===== config.mk =====
export PLATFORM = sky130hd
export DESIGN_NAME = hspd_fifo
export DESIGN_NICKNAME = d
export VERILOG_FILES = /design/src/rtl/core/hspd_pkg.sv /design/src/rtl/core/hspd_fifo.sv
export SDC_FILE = /design/constraint.sdc
export NUM_CORES = 1
export LEC_CHECK = 0
export CORE_AREA = 4 4 41 43
export DETAILED_ROUTE_END_ITERATION = 10
export DIE_AREA = 0 0 45 47
export DONT_BUFFER_PORTS = 1
export PLACE_DENSITY = 0.44
export SETUP_SLACK_MARGIN = 0.4
export SLEW_MARGIN = 20
export SYNTH_ARGS = -nofsm -noshare
export SYNTH_HDL_FRONTEND = slang
export SYNTH_SLANG_ARGS = --single-unit

===== constraint.sdc =====
create_clock -name clk_i -period 2.7 [get_ports clk_i]
set_clock_uncertainty 0.1 [all_clocks]
set_input_delay 0 -clock clk_i [delete_from_list [all_inputs] [get_ports clk_i]]
set_output_delay 0 -clock clk_i [all_outputs]
set_load 0.005 [all_outputs]

===== src/rtl/core/hspd_pkg.sv =====
// Package for the humidity sensor pulse decoder core.
// Holds the shared types, codes and constants; no dependencies.
`default_nettype none

package hspd_pkg;

  // Frame geometry
  localparam int unsigned HSPD_BYTE_W      = 8;
  localparam int unsigned HSPD_FRAME_W     = 40;
  localparam int unsigned HSPD_IDX_W       = 6;
  localparam int unsigned HSPD_QUEUE_DEPTH = 2;

  localparam logic [HSPD_IDX_W-1:0] HSPD_LAST_BIT   = 6'd39;
  localparam logic [HSPD_IDX_W-1:0] HSPD_NO_BAD_BIT = 6'd40;

  // Configuration reset values
  localparam logic [HSPD_BYTE_W-1:0] HSPD_MIN_WIDTH_RST = 8'd24;
  localparam logic [HSPD_BYTE_W-1:0] HSPD_MAX_WIDTH_RST = 8'd77;
  localparam logic [HSPD_BYTE_W-1:0] HSPD_ONE_THR_RST   = 8'd49;

  // Configuration register indexes
  typedef enum logic [1:0] {
    CFG_MIN_WIDTH     = 2'd0,
    CFG_MAX_WIDTH     = 2'd1,
    CFG_ONE_THRESHOLD = 2'd2,
    CFG_SENSOR_KIND   = 2'd3
  } hspd_cfg_idx_e;

  // Input command codes
  typedef enum logic {
    CMD_PULSE       = 1'b0,
    CMD_NO_RESPONSE = 1'b1
  } hspd_cmd_e;

  // Sensor data formats
  typedef enum logic {
    KIND_BYTE_TENTHS = 1'b0,
    KIND_WORD_TENTHS = 1'b1
  } hspd_kind_e;

  // Result status codes
  typedef enum logic [1:0] {
    ST_OK        = 2'd0,
    ST_TIMEOUT   = 2'd1,
    ST_BAD_WIDTH = 2'd2,
    ST_CHECKSUM  = 2'd3
  } hspd_status_e;

  // Input beat
  typedef struct packed {
    hspd_cmd_e                cmd;
    logic [HSPD_BYTE_W-1:0]   pulse_width;
  } hspd_in_t;

  // Result beat
  typedef struct packed {
    hspd_status_e             status;
    logic [15:0]              humidity_tenths;
    logic [15:0]              temperature_tenths;
    logic [HSPD_IDX_W-1:0]    bad_bit_index;
  } hspd_out_t;

  // Configuration seen by the front end
  typedef struct packed {
    logic [HSPD_BYTE_W-1:0]   min_width;
    logic [HSPD_BYTE_W-1:0]   max_width;
    logic [HSPD_BYTE_W-1:0]   one_threshold;
  } hspd_cfg_t;

  // Classified pulse held in the queue
  typedef struct packed {
    logic                     no_resp;
    logic                     bad;
    logic                     bit_val;
  } hspd_entry_t;

  // Completed frame handed to the report stage
  typedef struct packed {
    logic                     no_resp;
    logic [HSPD_IDX_W-1:0]    first_bad;
    logic [HSPD_FRAME_W-1:0]  bits;
  } hspd_frame_t;

endpackage

`default_nettype wire


===== src/rtl/core/hspd_fifo.sv =====
// Short queue of classified pulses between front end and frame assembler.
// Depends on hspd_pkg for the entry type.
`default_nettype none

module hspd_fifo
  import hspd_pkg::*;
#(
  parameter int unsigned Depth = HSPD_QUEUE_DEPTH
) (
  input  logic        clk_i,
  input  logic        rst_ni,
  input  logic        push_i,
  input  hspd_entry_t wdata_i,
  output logic        full_o,
  input  logic        pop_i,
  output logic        valid_o,
  output hspd_entry_t rdata_o
);

  localparam int unsigned PtrW = (Depth > 1) ? $clog2(Depth) : 1;
  localparam int unsigned CntW = $clog2(Depth + 1);
  localparam logic [PtrW-1:0] LastPtr = PtrW'(Depth - 1);
  localparam logic [CntW-1:0] FullCnt = CntW'(Depth);

  hspd_entry_t     mem_q [Depth];
  logic [PtrW-1:0] wr_ptr_q, wr_ptr_d;
  logic [PtrW-1:0] rd_ptr_q, rd_ptr_d;
  logic [CntW-1:0] count_q, count_d;
  logic            do_push, do_pop;

  assign full_o  = (count_q == FullCnt);
  assign valid_o = (count_q != '0);
  assign rdata_o = mem_q[rd_ptr_q];
  assign do_push = push_i && !full_o;
  assign do_pop  = pop_i && valid_o;

  // Pointer and fill count update
  always_comb begin
    wr_ptr_d = wr_ptr_q;
    rd_ptr_d = rd_ptr_q;
    count_d  = count_q;
    if (do_push) begin
      wr_ptr_d = (wr_ptr_q == LastPtr) ? '0 : wr_ptr_q + 1'b1;
    end
    if (do_pop) begin
      rd_ptr_d = (rd_ptr_q == LastPtr) ? '0 : rd_ptr_q + 1'b1;
    end
    if (do_push && !do_pop) begin
      count_d = count_q + 1'b1;
    end else if (do_pop && !do_push) begin
      count_d = count_q - 1'b1;
    end
  end

  always_ff @(posedge clk_i or negedge rst_ni) begin
    if (!rst_ni) begin
      wr_ptr_q <= '0;
      rd_ptr_q <= '0;
      count_q  <= '0;
    end else begin
      wr_ptr_q <= wr_ptr_d;
      rd_ptr_q <= rd_ptr_d;
      count_q  <= count_d;
    end
  end

  // Storage, no reset
  always_ff @(posedge clk_i) begin
    if (do_push) begin
      mem_q[wr_ptr_q] <= wdata_i;
    end
  end

`ifndef ASSERT_OFF
  a_count_bound: assert property (@(posedge clk_i) disable iff (!rst_ni)
    count_q <= FullCnt)
    else $error("queue fill count beyond depth");
  a_ptr_gap: assert property (@(posedge clk_i) disable iff (!rst_ni)
    (count_q == '0) |-> (wr_ptr_q == rd_ptr_q))
    else $error("empty queue with pointers apart");
`endif

endmodule

`default_nettype wire


== Word-level counts from Yosys, hierarchy flattened ==
Memories as Yosys holds them, arrays and structs flattened.
Cells that the tools add are included.

* Bits in registers: 4
* Latch bits: 0
* Bits in writable memories: 6
* Bits in read-only memories: 0
* Output and inout bits: 5
* Word-level logic and storage cells: 24
* Memories: 1

* $add $sub $neg: 4
* Multipliers: 0
* Divide/modulo/power cells: 0
* Magnitude comparators: 0
* Equality and inequality tests: 1
* Shift operators: 0
* Multiplexer cells: 6
* Bitwise gates (word level): 0
* Reductions and logical operators: 9

{| class="wikitable"
|+ Memories
! name !! depth !! bits a word !! rd ports !! clocked after Yosys merged registers in !! wr ports !! RTL line !! source
|-
| mem_q || 2 || 3 || 1 || 0 || 1 || hspd_fifo.sv:25 || <nowiki>hspd_entry_t mem_q [Depth];</nowiki>
|}

{| class="wikitable"
|+ Operator list
! kind !! count
|-
| $logic_and 1x1->1 || 4
|-
| $mux 1 || 4
|-
| $mux 2 || 2
|-
| $reduce_bool 2->1 || 2
|-
| $logic_not 1->1 || 3
|-
| $add 1x1->1 const B || 2
|-
| $add 2x1->2 const B || 1
|-
| $eq 2x2->1 const B || 1
|-
| $sub 2x1->2 const B || 1
|}

== Longest topological paths before layout ==
* Word-level depth: 7
* Mapped depth: 7
* Gate-level depth less buffers: 7

== Worst setup path before layout ==
No wires, ideal clock.

* Kind: register to register
* From: register count_q[0]
* To: register count_q[1]
* Data arrival time: 1.268 ns
* Required time: 2.521 ns
* Path slack: 1.252 ns
* Cell stages (with the launch flop): 7
* Buffers on the path: 0
* Period minus slack after synthesis: 1.448 ns
* Cells stage by stage: dfrtp_1 -> nand2b_1 -> nand2_1 -> inv_1 -> ha_1 -> nor2_1 -> xor2_1

* Cells in the longest elaborated chain, start to end: 6
* Elaborated cells between the ends (all ways): 14
* Classes of those cells: add/sub (2); eq/ne (1); mux (2); reduce/logical (9)

{| class="wikitable"
|+ RTL lines
! what !! RTL line !! source
|-
| start, declared || hspd_fifo.sv:28 || <nowiki>logic [CntW-1:0] count_q, count_d;</nowiki>
|-
| start signal, assigned || hspd_fifo.sv:63 || <nowiki>count_q <= count_d;</nowiki>
|-
| $eq 2x2->1 || hspd_fifo.sv:31 || <nowiki>assign full_o = (count_q == FullCnt);</nowiki>
|-
| $logic_not 1->1 || hspd_fifo.sv:34 || <nowiki>assign do_push = push_i && !full_o;</nowiki>
|-
| $logic_and 1x1->1 || hspd_fifo.sv:34 ||
|-
| $logic_not 1->1 || hspd_fifo.sv:50 || <nowiki>end else if (do_pop && !do_push) begin</nowiki>
|-
| $logic_and 1x1->1 || hspd_fifo.sv:50 ||
|-
| $reduce_bool 2->1 (no line) || -- ||
|}

Several ways; a longest one is shown, not always the timed one. The select of a mux whose other input is x is not followed.
A chain may end at the register's enable or synchronous reset.

== Worst setup path in the final report ==
Same ends and word-level chain as after synthesis.

==> results.md <==
* WS Path Type: reg -> reg
* Worst R2R End: count_q[1]
* Layout cells sized above 1 at 20.5%
* Post-synthesis instance area at 422 um^2
* Largest stage delay, worst path at 420 ps
* Synth Warn # at 0
* First-pass GRT wire length at 1.08 mm
* WHS Path Cells at 1
* Via/cell ratio at 4.56
* I/O pins at 12
* Fmax at 0.640 GHz
* Tmin final at 1560 ps
* Die area at 2120 um^2
* Post-route DRC violation count at 0
* Final-layout fill cell count at 135
* Placer Congestion at 0.661
* Reg2Reg Depth at 7
* WP data arrival at 1650 ps
* Nets@finish at 48
* Sequential fraction of the synthesis area at 66.5%
* Pre-CTS setup slack at 1130 ps
* Area of the multi-input gates at 134 um^2
* Worst r2r src: count_q[0]
* WHS Endpoint: mem_q[0][0]
* Placement row count at 13
* Max_cap viols at 0
* Clock Tree Buf Depth at 2
* Core region area at 1300 um^2
* Largest net degree at the start of global routing at 7
* Status: finished, final reports clean
* Cell count after synthesis at 28
* CP Launch Type: register
* Power Dens Cells at 1010 nW/um^2
* Critical path's most frequent cell: xor2_1
* Synth cell types at 13
* Avg WL per Cell at 12.7 um
* Max-slew violations at 0
* Clock-pin slew on the worst setup and hold paths at 60 ps
* CTS root buf: clkbuf_4
* Vias in the first global route at 268
* Clock Sinks at 10
* Largest fanout on the critical path at 4
* RSZ-0062 raised after global routing: false
* Drt total wl at 688 um
* HPWL Detailed at 563 um
* Aggregate global-route resource usage at 7.70%
* Slew headroom at 80.9%
* Initial antenna violation count at 0
* Via count at 246
* GRT overflow at 0
* Die X at 45 um
* FF/Latch Area at 280 um^2
* Path category of the worst min-delay check: in -> reg
* Final setup viols at 0
* R2R setup slack at 1140 ps
* Post-Route Setup TNS at 0 ps
* Hold Fails Final Rpt at 0
* Syn Nets at 36
* Antenna diodes at 0
* Endpoint class of the critical path: register
* CTS tree: built
* Critical path cell sequence: nand2b_1 > nand2_1 > inv_1 > ha_1 > xor2_1 > nor2_1 > xor2_1
* Period Utilization, post-route at 57.9%
* Worst vdd ir at 0.345 mV
* Area Overhead vs Synth at 27.3%
* Drt pass-1 iters at 1
* Critical path's slowest cell: dfrtp_1
* Final worst slack at 1140 ps
* Required @ worst endpoint at 2780 ps
* Lkg Pwr at 0.221 nW
* Yosys reg bits at 10
* Antenna viol nets, final at 0
* H-tree depth at 1
* Hold Path Origin: wdata_i[0]
* Die height at 47 um
* Initial Util at 32.4%
* Slew @ Worst Pin at 285 ps
* Drt initial violations at 0
* Syn Area/Cell at 15.1 um^2
* Clk_lat worst skew at 260 ps
* CTS Buf Count at 3
* Port-buffer cells at 0
[flip-flops by register name (all words and copies together), names as in the netlist]
register / flops
rd_ptr_q: 1
count_q: 2
wr_ptr_q: 1
mem_q: 6
[worst max-delay path by stage]
stage | endpoint | from | slack (ps) | depth (start not counted)
2_1_floorplan | count_q[1] | count_q[0] | 1250 | 6
3_3_place_gp | count_q[1] | count_q[0] | 1170 | 7
3_5_place_dp | count_q[1] | count_q[0] | 1130 | 7
4_1_cts | count_q[1] | count_q[0] | 1110 | 7
5_1_grt | count_q[1] | count_q[0] | 1000 | 7
6_report | count_q[1] | count_q[0] | 1140 | 7
[placed cells by master (no fill, tap or decap)]
cell / instances
clkbuf_4: 3
dfrtp_1: 4
ha_1: 1
mux2_2: 3
dlygate4sd3_1: 7
inv_1: 2
nand2_1: 1
edfxtp_1: 6
or2_4: 1
clkbuf_1: 1
xnor2_1: 3
nand2_4: 1
and3_1: 1
xor2_1: 2
nand2b_1: 1
nor2_1: 2
[critical path: cells and delay by family, from the launching register on]
kind / cells / cell delay (ps)
and+or+nand+nor: 3 / 430
DFF: 1 / 420
adders and majority gates: 1 / 180
xor gates and xnor gates: 2 / 300
buffers and inverters: 1 / 50
[synth_stat cells]
master    instances  area share [%]
nand2_4           1             2.7
ha_1              1             3.0
or2_4             1             2.1
nor2_1            2             1.8
nand2_1           1            0.89
edfxtp_1          6              43
xor2_1            2             4.2
xnor2_1           3             6.2
and3_1            1             1.5
dfrtp_1           4              24
nand2b_1          1             1.5
inv_1             2             1.8
mux2_2            3             8.0
[layout make-up]
| cell class | count | share of cell area, % |
|---|---|---|
| Clock buffer | 4 | 4.90 |
| Inverter | 2 | 1.40 |
| Multi-Input combinational cell | 16 | 24.9 |
| Sequential cell | 10 | 52.2 |
| Tap cell | 15 | 3.50 |
| Timing Repair Buffer | 7 | 13.1 |
[metal layers]
metal	up-vias	wire length [um]	GRT usage, %	share of wire (%)
met5	-	0	0	0
met4	0	12	7.02	1.7
met3	2	53	3.07	7.7
met2	9	352	13.3	51
met1	118	270	6.89	39
li1	117	-	-	-
[logic make-up after synthesis]
family,after synthesis,synth area share [%]
DFF,10,66.5
and+or+nand+nor,7,10.4
xor gates and xnor gates,5,10.4
buffers and inverters,2,1.78
muxes,3,8.01
adders and majority gates,1,2.97
[stage by stage]
step,utilization [%],total power [W],std cells,instance area (um^2),hold slack [ps]
6_report,41.3,0.000544,54,537,297
5_1_grt,41.3,0.000578,54,537,305
2_1_floorplan,-,0.000402,28,422,-396
3_5_place_dp,33.8,0.000436,43,440,-395
3_3_place_gp,33.8,0.000428,43,440,-395
4_1_cts,41.3,0.000552,54,537,296
[what timing repair did]
action                                 in CTS  in global routing
endpoints found under the hold margin      16                  0
gates resized for setup                     0                  0
hold buffers                                7                  0
buffers inserted                            0                  0
[report_power, final]
part / switching, W / internal (W)
clock network: 0.0000486 / 0.0000570
registers: 0.0000405 / 0.000221
logic: 0.0000811 / 0.0000960
total: 0.000170 / 0.000374
(Power assumes the default switching activity.)
