===== src/rtl/core/hspd_pkg.sv =====
// Package for the humidity sensor pulse decoder core.
// Holds the shared types, codes and constants; no dependencies.
`default_nettype none

package hspd_pkg;

  // Frame geometry
  localparam int unsigned HSPD_BYTE_W      = 8;
  localparam int unsigned HSPD_FRAME_W     = 40;
  localparam int unsigned HSPD_IDX_W       = 6;
  localparam int unsigned HSPD_QUEUE_DEPTH = 2;

  localparam logic [HSPD_IDX_W-1:0] HSPD_LAST_BIT   = 6'd39;
  localparam logic [HSPD_IDX_W-1:0] HSPD_NO_BAD_BIT = 6'd40;

  // Configuration reset values
  localparam logic [HSPD_BYTE_W-1:0] HSPD_MIN_WIDTH_RST = 8'd24;
  localparam logic [HSPD_BYTE_W-1:0] HSPD_MAX_WIDTH_RST = 8'd77;
  localparam logic [HSPD_BYTE_W-1:0] HSPD_ONE_THR_RST   = 8'd49;

  // Configuration register indexes
  typedef enum logic [1:0] {
    CFG_MIN_WIDTH     = 2'd0,
    CFG_MAX_WIDTH     = 2'd1,
    CFG_ONE_THRESHOLD = 2'd2,
    CFG_SENSOR_KIND   = 2'd3
  } hspd_cfg_idx_e;

  // Input command codes
  typedef enum logic {
    CMD_PULSE       = 1'b0,
    CMD_NO_RESPONSE = 1'b1
  } hspd_cmd_e;

  // Sensor data formats
  typedef enum logic {
    KIND_BYTE_TENTHS = 1'b0,
    KIND_WORD_TENTHS = 1'b1
  } hspd_kind_e;

  // Result status codes
  typedef enum logic [1:0] {
    ST_OK        = 2'd0,
    ST_TIMEOUT   = 2'd1,
    ST_BAD_WIDTH = 2'd2,
    ST_CHECKSUM  = 2'd3
  } hspd_status_e;

  // Input beat
  typedef struct packed {
    hspd_cmd_e                cmd;
    logic [HSPD_BYTE_W-1:0]   pulse_width;
  } hspd_in_t;

  // Result beat
  typedef struct packed {
    hspd_status_e             status;
    logic [15:0]              humidity_tenths;
    logic [15:0]              temperature_tenths;
    logic [HSPD_IDX_W-1:0]    bad_bit_index;
  } hspd_out_t;

  // Configuration seen by the front end
  typedef struct packed {
    logic [HSPD_BYTE_W-1:0]   min_width;
    logic [HSPD_BYTE_W-1:0]   max_width;
    logic [HSPD_BYTE_W-1:0]   one_threshold;
  } hspd_cfg_t;

  // Classified pulse held in the queue
  typedef struct packed {
    logic                     no_resp;
    logic                     bad;
    logic                     bit_val;
  } hspd_entry_t;

  // Completed frame handed to the report stage
  typedef struct packed {
    logic                     no_resp;
    logic [HSPD_IDX_W-1:0]    first_bad;
    logic [HSPD_FRAME_W-1:0]  bits;
  } hspd_frame_t;

endpackage

`default_nettype wire


===== src/rtl/core/hspd_chan_if.sv =====
// Valid/ready channel interface used for the pulse input and result output.
// Payload type is a parameter; no package dependency.
`default_nettype none

interface hspd_chan_if #(
  parameter type payload_t = logic
);
  logic     valid;
  logic     ready;
  payload_t payload;

  modport source (output valid, output payload, input ready);
  modport sink   (input valid, input payload, output ready);
endinterface

`default_nettype wire


===== src/rtl/core/hspd_report.sv =====
// Report stage: checks the frame sum and formats the result beat.
// Depends on hspd_pkg and hspd_chan_if.
`default_nettype none

module hspd_report
  import hspd_pkg::*;
(
  input  logic        clk_i,
  input  logic        rst_ni,
  input  hspd_kind_e  sensor_kind_i,
  input  logic        rec_valid_i,
  input  hspd_frame_t rec_i,
  output logic        rec_ready_o,
  hspd_chan_if.source result_o
);

  hspd_frame_t            rec_q;
  logic                   rec_vld_q;
  hspd_out_t              out_q, res_d;
  logic                   out_vld_q;
  logic                   out_free;
  logic [HSPD_BYTE_W-1:0] b0, b1, b2, b3, b4, sum;

  // Two bytes into tenths in the configured format
  function automatic logic [15:0] combine(input hspd_kind_e kind,
                                          input logic [7:0] hi,
                                          input logic [7:0] lo);
    logic [15:0] hi_w;
    hi_w = {8'd0, hi};
    if (kind == KIND_WORD_TENTHS) begin
      combine = {hi, lo};
    end else begin
      combine = (hi_w << 3) + (hi_w << 1) + {8'd0, lo};
    end
  endfunction

  assign b0  = rec_q.bits[39:32];
  assign b1  = rec_q.bits[31:24];
  assign b2  = rec_q.bits[23:16];
  assign b3  = rec_q.bits[15:8];
  assign b4  = rec_q.bits[7:0];
  assign sum = b0 + b1 + b2 + b3;

  // Result selection, first match wins
  always_comb begin
    res_d.status             = ST_OK;
    res_d.humidity_tenths    = '0;
    res_d.temperature_tenths = '0;
    res_d.bad_bit_index      = HSPD_NO_BAD_BIT;
    priority if (rec_q.no_resp) begin
      res_d.status = ST_TIMEOUT;
    end else if (rec_q.first_bad != HSPD_NO_BAD_BIT) begin
      res_d.status        = ST_BAD_WIDTH;
      res_d.bad_bit_index = rec_q.first_bad;
    end else if (sum != b4) begin
      res_d.status = ST_CHECKSUM;
    end else begin
      res_d.humidity_tenths    = combine(sensor_kind_i, b0, b1);
      res_d.temperature_tenths = combine(sensor_kind_i, b2, b3);
    end
  end

  // Two-stage handshake: frame record then result register
  assign out_free    = !out_vld_q || result_o.ready;
  assign rec_ready_o = !rec_vld_q || out_free;

  always_ff @(posedge clk_i or negedge rst_ni) begin
    if (!rst_ni) begin
      rec_vld_q <= 1'b0;
      out_vld_q <= 1'b0;
    end else begin
      if (rec_ready_o) begin
        rec_vld_q <= rec_valid_i;
      end
      if (out_free) begin
        out_vld_q <= rec_vld_q;
      end
    end
  end

  always_ff @(posedge clk_i) begin
    if (rec_ready_o && rec_valid_i) begin
      rec_q <= rec_i;
    end
    if (out_free && rec_vld_q) begin
      out_q <= res_d;
    end
  end

  assign result_o.valid   = out_vld_q;
  assign result_o.payload = out_q;

`ifndef ASSERT_OFF
  a_ok_no_bad: assert property (@(posedge clk_i) disable iff (!rst_ni)
    (out_vld_q && (out_q.status == ST_OK)) |-> (out_q.bad_bit_index == HSPD_NO_BAD_BIT))
    else $error("ok result carries a bad bit index");
  a_fail_zero: assert property (@(posedge clk_i) disable iff (!rst_ni)
    (out_vld_q && (out_q.status != ST_OK))
      |-> ((out_q.humidity_tenths == '0) && (out_q.temperature_tenths == '0)))
    else $error("failed result carries measurement data");
`endif

endmodule

`default_nettype wire

===== src/flat_wrapper.sv =====
// flat-port wrapper written by rule: the top's interface ports become plain ports
module hspd_report_flat import hspd_pkg::*;
  (clk_i, rst_ni, sensor_kind_i, rec_valid_i, rec_i, rec_ready_o, result_o_valid, result_o_payload, result_o_ready);
  hspd_chan_if result_o_i ();
  input  logic clk_i;
  input  logic rst_ni;
  input  hspd_kind_e sensor_kind_i;
  input  logic rec_valid_i;
  input  hspd_frame_t rec_i;
  output logic rec_ready_o;
  output wire logic [$bits(result_o_i.valid)-1:0] result_o_valid;
  output wire logic [$bits(result_o_i.payload)-1:0] result_o_payload;
  input wire logic [$bits(result_o_i.ready)-1:0] result_o_ready;
  assign result_o_valid = result_o_i.valid;
  assign result_o_payload = result_o_i.payload;
  assign result_o_i.ready = result_o_ready;
  hspd_report u_core (.clk_i(clk_i), .rst_ni(rst_ni), .sensor_kind_i(sensor_kind_i), .rec_valid_i(rec_valid_i), .rec_i(rec_i), .rec_ready_o(rec_ready_o), .result_o(result_o_i));
endmodule

===== config.mk =====
export PLATFORM = sky130hd
export DESIGN_NAME = hspd_report_flat
export DESIGN_NICKNAME = d
export VERILOG_FILES = /design/src/rtl/core/hspd_pkg.sv /design/src/rtl/core/hspd_chan_if.sv /design/src/rtl/core/hspd_report.sv /design/src/flat_wrapper.sv
export SDC_FILE = /design/constraint.sdc
export NUM_CORES = 1
export LEC_CHECK = 0
export BUFFER_PORTS_ARGS = -buffer_cell sky130_fd_sc_hd__buf_4
export CORE_AREA = 2 2 39 41
export CTS_CLUSTER_SIZE = 12
export DETAILED_ROUTE_END_ITERATION = 8
export DIE_AREA = 0 0 41 43
export GPL_TIMING_DRIVEN = 0
export PLACE_DENSITY_LB_ADDON = 0.15
export REMOVE_ABC_BUFFERS = 1
export SLEW_MARGIN = 25
export SYNTH_ARGS = -nofsm -noshare
export SYNTH_HDL_FRONTEND = slang
export SYNTH_SLANG_ARGS = --single-unit

===== constraint.sdc =====
create_clock -name clk_i -period 1.18 [get_ports clk_i]
set_input_delay 0.236 -clock clk_i [delete_from_list [all_inputs] [get_ports clk_i]]
set_output_delay 0.236 -clock clk_i [all_outputs]
set_load 0.05 [all_outputs]

# Word level (Yosys, flattened, before mapping)
# Index checks and enable logic that the tools add are counted.
# op_classes
n_bitwise	1
reduce_logical	7
n_eq_ne	1
# ops
cell	count
6-bit != test (second input constant)	1
1-bit logical AND	2
1-bit logical NOT	2
1-bit logical OR	2
2-bit OR reduction	1
1-bit inverter	1
# word_totals
out_inout_bits	3
ff_bits	10

# Depth between registers and ports, before layout
# Gate-level depths: netlist of run 1.
# depth
word_depth	4
depth_mapped	2
ltp_nobuf	2

# Worst setup path after synthesis of run 1
# OpenSTA, ideal clock, no wires.
# synth_timing
kind	register to register
startpoint	register u_core.out_vld_q (netlist: u_core.result_o.valid)
endpoint	register u_core.rec_q[40] in the netlist's numbering, enable pin
setup_ps	240
path_stages_with_launch	3
synth_period_minus_slack_ps	1429
t_arrival_ps	1188
setup_slack_ps	-249
cell_sequence	dfrtp_1 > nand3b_4 > and2_4
# synth_via
elab_chain_len	4
# synth_lines
item	line	rtl
start, declared	hspd_report.sv:20	logic out_vld_q;
start signal, assigned	hspd_report.sv:76	out_vld_q <= rec_vld_q;
1-bit logical NOT	hspd_report.sv:64	assign out_free = !out_vld_q || result_o.ready;
1-bit logical OR	hspd_report.sv:64	
1-bit logical OR	hspd_report.sv:65	assign rec_ready_o = !rec_vld_q || out_free;
via rec_ready_o	flat_wrapper.sv:10	output logic rec_ready_o;
1-bit logical AND	hspd_report.sv:82	if (rec_ready_o && rec_valid_i) begin
end signal, assigned	hspd_report.sv:83	rec_q <= rec_i;
end, declared	hspd_report.sv:17	hspd_frame_t rec_q;
# The timed path passes the listed nets, and every way through them passes these cells.
# A chain may end at the register's enable or synchronous reset.

# Final worst setup path of run 1
# layout_timing
startpoint	register u_core.out_vld_q (netlist: u_core.result_o.valid)
endpoint	output port rec_ready_o
# layout_via
elab_chain_len	3
# layout_lines
item	line
1-bit logical NOT	hspd_report.sv:64
1-bit logical OR	hspd_report.sv:64
1-bit logical OR	hspd_report.sv:65
end, declared	flat_wrapper.sv:10
# No other way between the ends.

==> summary.md, run 1 <==
| Metric | Value |
|---|---|
| Comb pwr share | 17.8% |
| Ports | 55 |
| Compound-Gate Fraction of Synth Area | 0% |
| Crit path cell chain | nand3b_4, buf_8 |
| Worst r2r dst | u_core.rec_q[46] |
| Worst Hold Path EP | u_core.rec_q[40] |
| Max_cap viols | 0 |
| CTS H-tree depth | 1 |
| Clock Sinks | 5 |
| Area added between synthesis and finish | 65.62% |
| Antenna fix cells | 0 |
| # DRC | 0 |
| Int Pwr | 0.3713 mW |
| Die Wd | 41 um |
| Num rows | 14 |
| CTS tree | done |
| Req. time, crit path | 0.94 ns |
| M3 GR Usage | 4.188% |
| DIE AREA | 0.001763 sq mm |
| Largest net degree at the start of global routing | 4 |
| Largest family of logic cells by synthesized area | simple AND/OR/NAND/NOR gates |
| Busiest grt layer | met4 |
| Setup WS pre-CTS | 0.2374 ns |
| RSZ-0062 raised after global routing | yes |
| Worst Hold Class | in -> reg |
| Clock latency on the worst-skew pair | 0.24 ns |
| Setup slack, reg-to-reg | 0.13 ns |
| Max Root-Sink Buffers | 2 |
| Clock group share of total power | 39.7% |
| Netlist Area Pre-Place | 200.2 sq um |
| Sequential power share | 42.5% |
| Detailed Route WL | 329 um |
| Initial antenna violation count | 0 |
| CTS buffer count | 3 |
| First DRT Iteration DRCs | 1 |
| Total gr overflow | 0 |
| Setup slack after layout | 0.04086 ns |
| Post-layout net count | 79 |
| Vias in the first global route | 168 |
| WL/cell | 7.833 um |
| Library cells used by synthesis | 7 |
| Initial core utilization | 14.47% |
| Worst-margin pin slew | 0.1561 ns |
| Core footprint | 0.001384 sq mm |
| Final period utilization | 96.54% |
| Final Cell Area | 331.6 sq um |
| Lkg Pwr | 0.1449 nW |
| R2r worst-path depth | 3 |
| Min Hold Slack | 0.1732 ns |
| Setup TNS Final | 0 ns |
| Antenna viol nets, final | 0 |
| Cell Area, Placed | 280.3 sq um |
| Cell count after synthesis | 12 |
| Share of cells above drive strength 1 | 53.85% |
| Final setup viols | 0 |
| Hold Violations, Final | 0 |
| Hold Crit Start | rec_i[40] |
| Worst path max stage delay | 0.41 ns |
| Yosys reg bits | 5 |
| Final slew viol count | 0 |
| Die height | 43 um |
| Register area share after synthesis | 70.00% |
| Clk pin slew, worst setup/hold paths | 0.04 ns |
| Worst Path Arrival | 0.90 ns |
| Vias per Instance | 3.214 |
| Simple-Gate Fraction of Synth Area | 30.00% |
| Root buffer cell | clkbuf_4 |
| Dpl cells | 36 |
| Total number of vias | 135 |
| Synth Area in XOR/XNOR | 0% |
| YS warnings | 0 |
| Total power | 0.4907 mW |
| Max stage delay cell, worst path | dfrtp_1 |
| M2 GR Usage | 8.125% |
| Final Critical Period | 1.139 ns |
| Clock Skew | 0.002902 ns |
| Worst reg2reg path startpoint | u_core.result_o.valid |
| Post-layout util | 23.96% |
| # port buffers | 8 |
| Mean Syn Cell Area | 16.68 sq um |
| DR pass1 iterations | 3 |
| Max IR drop VDD | 0.0004487 V |
| WHS Path Cells | 1 |
| Tot GR Track Use | 6.168% |
| Crit Path Class | reg -> out |
| Placer Congestion | 0.6052 |
| PD cells | 1480 mW/mm^2 |
| Status | finished clean |
| Slew headroom | 89.59% |
| Crit path max fanout | 3 |
| Switch share | 24.33% |
| Finished Layout Cells | 42 |
| Adder-cell area share of the yosys netlist | 0% |
| Global-route wire length before repair | 634 um |
| Setup crit end kind | output port |
| Startpoint Class | flop |
| Switching power total | 0.1194 mW |
| Max Clk Rate | 877.9 MHz |
| M1 GR Usage | 3.947% |
| Mux cell area share after synthesis | 0% |
-- how the worst max path moves through the flow --
stage                     slack (ns)                to  depth (start not counted)                  start
after floorplan                -0.25  u_core.rec_q[40]                          2  u_core.result_o.valid
after global placement          0.25  u_core.rec_q[40]                          2  u_core.result_o.valid
after detailed placement        0.24  u_core.rec_q[40]                          2  u_core.result_o.valid
after CTS                      0.008       rec_ready_o                          2  u_core.result_o.valid
after global routing          -0.006       rec_ready_o                          2  u_core.result_o.valid
final                           0.04       rec_ready_o                          2  u_core.result_o.valid
-- per-layer routing --
layer | vias up | wire length (um)
li1 | 67 | -
met1 | 60 | 97
met2 | 6 | 186
met3 | 2 | 26
met4 | 0 | 19
met5 | - | 0
-- worst max-delay path, delay by kind of cell (launching register included) --
kind                   cells  cell delay (ns)
flip-flops                 1             0.41
buffers and inverters      1             0.14
AND/OR/NAND/NOR            1             0.10
-- timing repair --
item / 4_1_cts / 5_1_grt
endpoints found under the hold margin: 2 / 0
buffers inserted: 0 / 1
setup endpoints to repair: 1 / 1
cloned: 0 / 0
hold buffers: 1 / 0
pin swaps: 0 / 1
gates resized for setup: 1 / 1
-- sequential cells by signal (all words and copies together), names as in the netlist --
signal,count
u_core.rec_q,2
u_core.result_o.payload,1
u_core.result_o.valid,1
u_core.rec_vld_q,1
-- cells in the mapped netlist --
cell type  instances  area [sq um]
and2_4             1         8.760
edfxtp_1           3         90.09
nand3b_4           1         20.02
dfrtp_1            2         50.05
and2_1             1         6.260
nand2b_1           3         18.77
nor2b_1            1         6.260
-- kinds of logic (layout without fill, tap and decap cells) --
group	Yosys count	in the layout
buffers and inverters	0	14
DFF	5	5
and+or+nand+nor	7	7
-- area by class of cell --
type                            instances  area, sq um
Clock buffer                            4        26.28
Fill cell                             156         1052
Multi-Input combinational cell          7        60.06
Sequential cell                         5        140.1
Tap cell                               16        20.02
Timing Repair Buffer                   10        85.08
-- layout by cell type, fill, tap and decap left out, drive strengths merged --
| master | netlist | final |
|---|---|---|
| dlygate4sd3 | 0 | 1 |
| nor2b | 1 | 1 |
| and2 | 2 | 2 |
| buf | 0 | 9 |
| nand2b | 3 | 3 |
| edfxtp | 3 | 3 |
| clkbuf | 0 | 4 |
| dfrtp | 2 | 2 |
| nand3b | 1 | 1 |
-- power groups by stage --
stage	clock, mW	sequential, mW	combinational [mW]
6_report	0.195	0.209	0.0874
5_1_grt	0.220	0.210	0.0936
4_1_cts	0.209	0.209	0.0829
3_5_place_dp	0	0.212	0.0776
3_3_place_gp	0	0.211	0.0773
2_1_floorplan	0	0.230	0.0292
Power figures use the tool's default switching activity.
==> inputs of run 2 (changes only) <==
--- a/config.mk
+++ b/config.mk
@@ -5,6 +5,7 @@
 export SDC_FILE = /design/constraint.sdc
 export NUM_CORES = 1
 export LEC_CHECK = 0
+export ABC_AREA = 1
 export BUFFER_PORTS_ARGS = -buffer_cell sky130_fd_sc_hd__buf_4
 export CORE_AREA = 2 2 39 41
 export CTS_CLUSTER_SIZE = 12
@@ -17,3 +18,4 @@
 export SYNTH_ARGS = -nofsm -noshare
 export SYNTH_HDL_FRONTEND = slang
 export SYNTH_SLANG_ARGS = --single-unit
+export TNS_END_PERCENT = 1
==> run 2 against run 1 <==
Combinational power down 2.5%; flip-flop and latch count stayed put; global-route usage decreased by 0.71 points; sequential share of layout area rose by 0.48 points; sequential power barely moved; worst hold slack better by 0.00053 ns; first-iteration DRC count increased to 3.0 times the previous value; core utilization shrank 0.27 points; synthesized cell count increased by 42%; area after synthesis decreased by 3.7%.
==> summary.md, run 2 <==
| Metric | Value |
|---|---|
| R2r worst-path depth | 5 (+2) |
| Setup slack, reg-to-reg | 0.09 ns (-0.04 ns) |
| Register area share after synthesis | 72.73% (+2.7 points) |
| Finished Layout Cells | 48 (+14%) |
| Antenna fix cells | 0 (unchanged) |
| Largest cells by area after synthesis | edfxtp_1 (47%), dfrtp_1 (26%), inv_1 (9.7%) |
| CP Capture Point | rec_ready_o |
| Root buffer cell | clkbuf_4 |
| Hold Crit Start | rec_i[40] |
| Clk pin slew, worst setup/hold paths | 0.04 ns (about the same) |
| WL met1 | 144 um (+48%) |
| Critical path depth in cells | 2 (unchanged) |
| Worst setup path startpoint | u_core.result_o.valid |
| YS warnings | 0 (unchanged) |
| Cell Area, Placed | 272.8 sq um (-2.7%) |
| Max IR drop VDD | 0.0005536 V (+23%) |
| Global-route wire length before repair | 545 um (-14%) |
| DR top layer | met3 |
| Worst path max stage delay | 0.39 ns (-0.02 ns) |
| FILL cells | 157 (+0.64%) |
| FFs w/ async S/R, synth | 40.00% (unchanged) |
| Cell count after synthesis | 17 (+5) |
| Crit path cell chain | nand3_2, buf_6 |
| Area added between synthesis and finish | 70.13% |
| Commonest non-fill, non-tap cells in the layout | buf_4 (9), inv_1 (5), nand2_1 (4) |
| # DRC | 0 (unchanged) |
| Slew headroom | 90.52% (+0.93 points) |
| Final setup viols | 0 (unchanged) |
| Worst reg2reg path startpoint | u_core.result_o.valid |
| Largest register FFs | 2 (unchanged) |
| Most flop-heavy register | u_core.rec_q |
| Clock latency on the worst-skew pair | 0.24 ns (about the same) |
| Post-layout util | 23.69% (-0.27 points) |
| Detailed Route WL | 337 um (+2.4%) |
| Vias in the first global route | 147 (-13%) |
| Yosys reg bits | 5 (unchanged) |
| Worst Hold Class | in -> reg |
| Total gr overflow | 0 (unchanged) |
| Crit Path Class | reg -> out |
| Post-synth top cells | inv_1 (5), nand2_1 (4), edfxtp_1 (3), dfrtp_1 (2) |
| Antenna viol nets, final | 0 (unchanged) |
| Crit path max fanout | 4 (+1) |
| Placer Congestion | 0.5076 (-16%) |
| Total number of vias | 161 (+19%) |
| Largest net degree at the start of global routing | 5 (+1) |
| Top FF cell, synth | edfxtp_1 |
| Worst-margin pin slew | 0.1423 ns (-0.01388 ns) |
| # port buffers | 8 (unchanged) |
| CTS tree | done |
| PD cells | 1482 mW/mm^2 (+0.16%) |
| DR pass1 iterations | 4 (+1) |
| Startpoint Class | flop |
| Post-layout net count | 85 (+7.6%) |
| Die Wd | 41 um (unchanged) |
| Status | finished clean |
| Max stage delay cell, worst path | dfrtp_1 |
| CTS H-tree depth | 1 (unchanged) |
| Initial antenna violation count | 0 (unchanged) |
| Num rows | 14 (unchanged) |
| Worst Path Arrival | 0.90 ns (about the same) |
| Tot GR Track Use | 5.460% (-0.71 points) |
| RSZ-0062 raised after global routing | yes |
| Worst r2r dst | u_core.rec_q[40] |
| Req. time, crit path | 0.94 ns (about the same) |
| Met3 wire length | 32 um (+23%) |
| Number of synthesized flops with an enable pin | 3 (unchanged) |
| Dpl cells | 41 (+14%) |
| Clock Sinks | 5 (unchanged) |
| Vias per Instance | 3.354 (+4.4%) |
| Setup crit end kind | output port |
| Max_cap viols | 0 (unchanged) |
| Lkg Pwr | 0.1655 nW (+14%) |
| First DRT Iteration DRCs | 3 (+2) |
| Final Cell Area | 327.8 sq um (-1.1%) |
| Clock Skew | 0.002681 ns (-0.0002213 ns) |
| Share of cells above drive strength 1 | 43.75% (-10 points) |
| Max Clk Rate | 878.6 MHz (about the same) |
| WL/cell | 7.021 um (-10%) |
| Critical path's top delay family | flip-flops |
| Met2 WL | 160 um (-14%) |
| Mean Syn Cell Area | 11.33 sq um (-32%) |
| Die height | 43 um (unchanged) |
| Max Root-Sink Buffers | 2 (unchanged) |
| Final Critical Period | 1.138 ns (-0.001013 ns) |
| Top-count cell post-synth | inv_1 |
| Core footprint | 0.001384 sq mm (unchanged) |
| CP bufs+invs | 1 (unchanged) |
| Most common cell after layout, fill and taps aside | buf_4 |
| Library cells used by synthesis | 7 (unchanged) |
| Top cell type's share of synthesized area | 46.75% (+1.8 points) |
| Hold Violations, Final | 0 (unchanged) |
| Netlist Area Pre-Place | 192.7 sq um (-3.7%) |
| Ports | 55 (unchanged) |
| DIE AREA | 0.001763 sq mm (unchanged) |
| CTS buffer count | 3 (unchanged) |
| Top cell type by total area after synthesis | edfxtp_1 |
| Final period utilization | 96.45% (about the same) |
| Final slew viol count | 0 (unchanged) |
| Initial core utilization | 13.92% (-0.54 points) |
run 2: cell types whose count changed in the layout (fill, tap and decap cells not counted), sizes merged, moves of 2 or more:
cell,previous run,this run
and2,2,0
nand2b,3,0
nand2,0,4
inv,0,5
run 2: repair_timing:
item / 4_1_cts / 5_1_grt
cloned: 0 / 0
gates resized for setup: 1 / 0
hold buffers: 1 / 0
pin swaps: 0 / 1
setup buffers: 0 / 2
endpoints found under the setup margin: 1 / 1
hold endpoints to repair: 2 / 0
run 2: power by group:
group	leakage [nW]	total, mW	internal (mW)	switching (mW)
Combinational	0.100	0.0852	0.0367	0.0484
Clock	0.0150	0.193	0.128	0.0659
Sequential	0.0503	0.207	0.201	0.00635
run 2: per-layer routing:
metal  global-route usage, %  up-vias
met5                       0        -
met4                   8.000        0
met3                   3.141        0
met2                   5.313        8
met1                   6.250       73
li1                        -       80
run 2: cell families after synthesis:
family / Yosys count / share of synthesized area [%]
buffers and inverters: 5 / 9.741
AO/OA/AOI/OAI: 1 / 2.595
AND/OR/NAND/NOR: 6 / 14.93
flip-flops: 5 / 72.73
run 2: worst min-delay path by stage:
stage                             endpoint  slack (ns)  cells past startpoint
after floorplan           u_core.rec_vld_q       -0.06                      0
after global placement    u_core.rec_vld_q        0.02                      1
after detailed placement  u_core.rec_vld_q        0.02                      1
after CTS                 u_core.rec_q[40]        0.16                      1
after global routing      u_core.rec_q[40]        0.16                      1
final                     u_core.rec_q[40]        0.17                      1
run 2: layout make-up:
type	instances	area, sq um	share of cell area, %
Sequential cell	5	140.1	42.75
Inverter	5	18.77	5.725
Timing Repair Buffer	11	88.84	27.10
Multi-Input combinational cell	7	33.78	10.31
Clock buffer	4	26.28	8.015
Tap cell	16	20.02	6.107
run 2: metrics by stage:
stage / hold slack, ns / worst slack, ns / power, mW / setup TNS, ns
4_1_cts: 0.1645 / 0.003712 / 0.4912 / 0
5_1_grt: 0.1586 / -0.01382 / 0.5216 / -0.01382
3_3_place_gp: 0.02177 / 0.2140 / 0.2833 / 0
2_1_floorplan: -0.05959 / -0.3099 / 0.2540 / -0.7940
3_5_place_dp: 0.02236 / 0.2044 / 0.2843 / 0
6_report: 0.1738 / 0.04187 / 0.4860 / 0
==> inputs of run 3 (changes only) <==
--- a/config.mk
+++ b/config.mk
@@ -6,11 +6,11 @@
 export NUM_CORES = 1
 export LEC_CHECK = 0
 export ABC_AREA = 1
-export BUFFER_PORTS_ARGS = -buffer_cell sky130_fd_sc_hd__buf_4
 export CORE_AREA = 2 2 39 41
 export CTS_CLUSTER_SIZE = 12
 export DETAILED_ROUTE_END_ITERATION = 8
 export DIE_AREA = 0 0 41 43
+export DONT_BUFFER_PORTS = 1
 export GPL_TIMING_DRIVEN = 0
 export PLACE_DENSITY_LB_ADDON = 0.15
 export REMOVE_ABC_BUFFERS = 1
==> run 3 against run 2 <==
The run now ends with negative setup slack left; clock skew rose by 0.00054 ns; critical path type unchanged; sequential share of layout area is 12 points higher; combinational power shrank 60%.
==> summary.md, run 3 (synthesized netlist as in run 2, its figures left out) <==
| Metric | Value |
|---|---|
| Final Cell Area | 257.7 sq um (-21%) |
| Max_cap viols | 0 (unchanged) |
| Largest register FFs | 2 (unchanged) |
| Status | finished, violations left |
| Vias in the first global route | 121 (-18%) |
| Clock latency on the worst-skew pair | 0.24 ns (about the same) |
| CTS buffer count | 3 (unchanged) |
| Final setup viols | 3 (+3) |
| Commonest non-fill, non-tap cells in the layout | inv_1 (4), nand2_1 (4), clkbuf_4 (3), edfxtp_1 (3) |
| Ports | 55 (unchanged) |
| Initial antenna violation count | 0 (unchanged) |
| Vias per Instance | 3.368 (+0.42%) |
| Req. time, crit path | 0.94 ns (about the same) |
| Die height | 43 um (unchanged) |
| Max stage delay cell, worst path | dfrtp_2 |
| First DRT Iteration DRCs | 1 (-2) |
| Slew headroom | 69.98% (-21 points) |
| Largest net degree at the start of global routing | 5 (unchanged) |
| Total gr overflow | 0 (unchanged) |
| Finished Layout Cells | 38 (-21%) |
| # DRC | 0 (unchanged) |
| Clock Skew | 0.003219 ns (+0.0005380 ns) |
| HPWL after DPL | 247.2 um |
| WL/cell | 8.184 um (+17%) |
| DR pass1 iterations | 4 (unchanged) |
| Max IR drop VDD | 0.0003219 V (-42%) |
| Max Root-Sink Buffers | 2 (unchanged) |
| Worst Hold Class | in -> reg |
| Clock Sinks | 5 (unchanged) |
| Initial core utilization | 13.92% (unchanged) |
| Setup TNS Final | -0.1537 ns (-0.1537 ns) |
| # port buffers | 0 (-8) |
| Dpl cells | 33 (-20%) |
| Startpoint Class | flop |
| Crit path max fanout | 4 (unchanged) |
| Post-layout net count | 75 (-12%) |
| Die Wd | 41 um (unchanged) |
| Crit Path Class | reg -> out |
| Tot GR Track Use | 4.361% (-1.1 points) |
| Area added between synthesis and finish | 33.77% |
| Core footprint | 0.001384 sq mm (unchanged) |
| Setup crit end kind | output port |
| Critical path's top delay family | flip-flops |
| Final slew viol count | 0 (unchanged) |
| Global-route wire length before repair | 427 um (-22%) |
| Clk pin slew, worst setup/hold paths | 0.05 ns (about the same) |
| Worst-margin pin slew | 0.4513 ns (+0.3091 ns) |
| Placer Congestion | 0.5592 (+10%) |
| Final Critical Period | 1.264 ns (+0.1260 ns) |
| CP bufs+invs | 0 (-1) |
| Failing checks | negative setup slack |
| Post-CTS setup repair buffer count | 0 (unchanged) |
| Most flop-heavy register | u_core.rec_q |
| CTS H-tree depth | 1 (unchanged) |
| Setup slack after layout | -0.08409 ns (-0.1260 ns) |
| Detailed Route WL | 311 um (-7.7%) |
| Antenna fix cells | 0 (unchanged) |
| Worst Path Arrival | 1.03 ns (+0.13 ns) |
| PD cells | 1777 mW/mm^2 (+20%) |
| Min Hold Slack | 0.09340 ns (-0.08037 ns) |
| Share of cells above drive strength 1 | 27.27% (-16 points) |
| Final period utilization | 107.1% (+11 points) |
| Total number of vias | 128 (-20%) |
| Worst path max stage delay | 0.56 ns (+0.17 ns) |
| Root buffer cell | clkbuf_4 |
| Lkg Pwr | 0.1159 nW (-30%) |
| Cell Area, Placed | 212.7 sq um (-22%) |
| Antenna viol nets, final | 0 (unchanged) |
| CTS tree | done |
| Num rows | 14 (unchanged) |
| RSZ-0062 raised after global routing | yes |
| Hold Violations, Final | 0 (unchanged) |
| Crit path cell chain | nand3_4 |
| DIE AREA | 0.001763 sq mm (unchanged) |
| Max Clk Rate | 791.1 MHz (-10%) |
==> run 3: changes by cell type in the layout (fill, tap and decap cells not counted) <==
cell     delta
buf_4       -9
buf_6       -1
dfrtp_1     -1
dfrtp_2     +1
inv_1       -1
inv_2       +1
nand3_2     -1
nand3_4     +1
==> run 3: where the power goes <==
group / total, mW / switching [mW] / internal (mW)
sequential: 0.230 / 0.0280 / 0.202
clock: 0.194 / 0.0668 / 0.128
combinational: 0.0340 / 0.0237 / 0.0103
==> run 3: layout make-up <==
type | instances | area, sq um
Fill cell | 160 | 1126
Sequential cell | 5 | 141.4
Multi-Input combinational cell | 7 | 41.29
Clock buffer | 4 | 26.28
Tap cell | 16 | 20.02
Inverter | 5 | 18.77
Timing Repair Buffer | 1 | 10.01
==> run 3: through the flow <==
stage	utilization, %	setup slack [ns]	power (mW)
floorplan	-	-0.3099	0.2540
global placement	15.37	-0.4035	0.2583
detailed placement	15.37	-0.4063	0.2587
CTS	18.63	-0.1069	0.4677
global route	18.63	-0.1200	0.4818
finish	18.63	-0.08409	0.4580
==> run 3: path summary, 6_finish.rpt <==
kind	slack, ns	cells past startpoint	startpoint	to
setup / recovery	-0.08	1	u_core.result_o.valid	rec_ready_o
hold / removal	0.09	0	rec_i[46]	u_core.rec_q[46]
setup reg to reg	-0.03	3	u_core.result_o.valid	u_core.rec_q[40]
hold reg to reg	0.51	1	u_core.rec_q[46]	u_core.result_o.payload
max in group asynchronous	0.81	1	rst_ni	u_core.result_o.valid
min in group asynchronous	0.23	1	rst_ni	u_core.rec_vld_q
==> run 3: repair_timing <==
action                                 in CTS  in global routing
hold buffers                                1                  0
endpoints found under the hold margin       2                  0
pin swaps                                   0                  1
setup endpoints to repair                   4                  3
gates resized for setup                     3                  0
==> run 3: layer usage <==
| metal | routed length [um] | up-vias | global-route usage (%) |
|---|---|---|---|
| met3 | 38 | 0 | 2.618 |
| met2 | 142 | 9 | 4.063 |
| li1 | - | 61 | - |
| met4 | 0 | 0 | 8.000 |
| met5 | 0 | - | 0 |
| met1 | 130 | 58 | 4.319 |
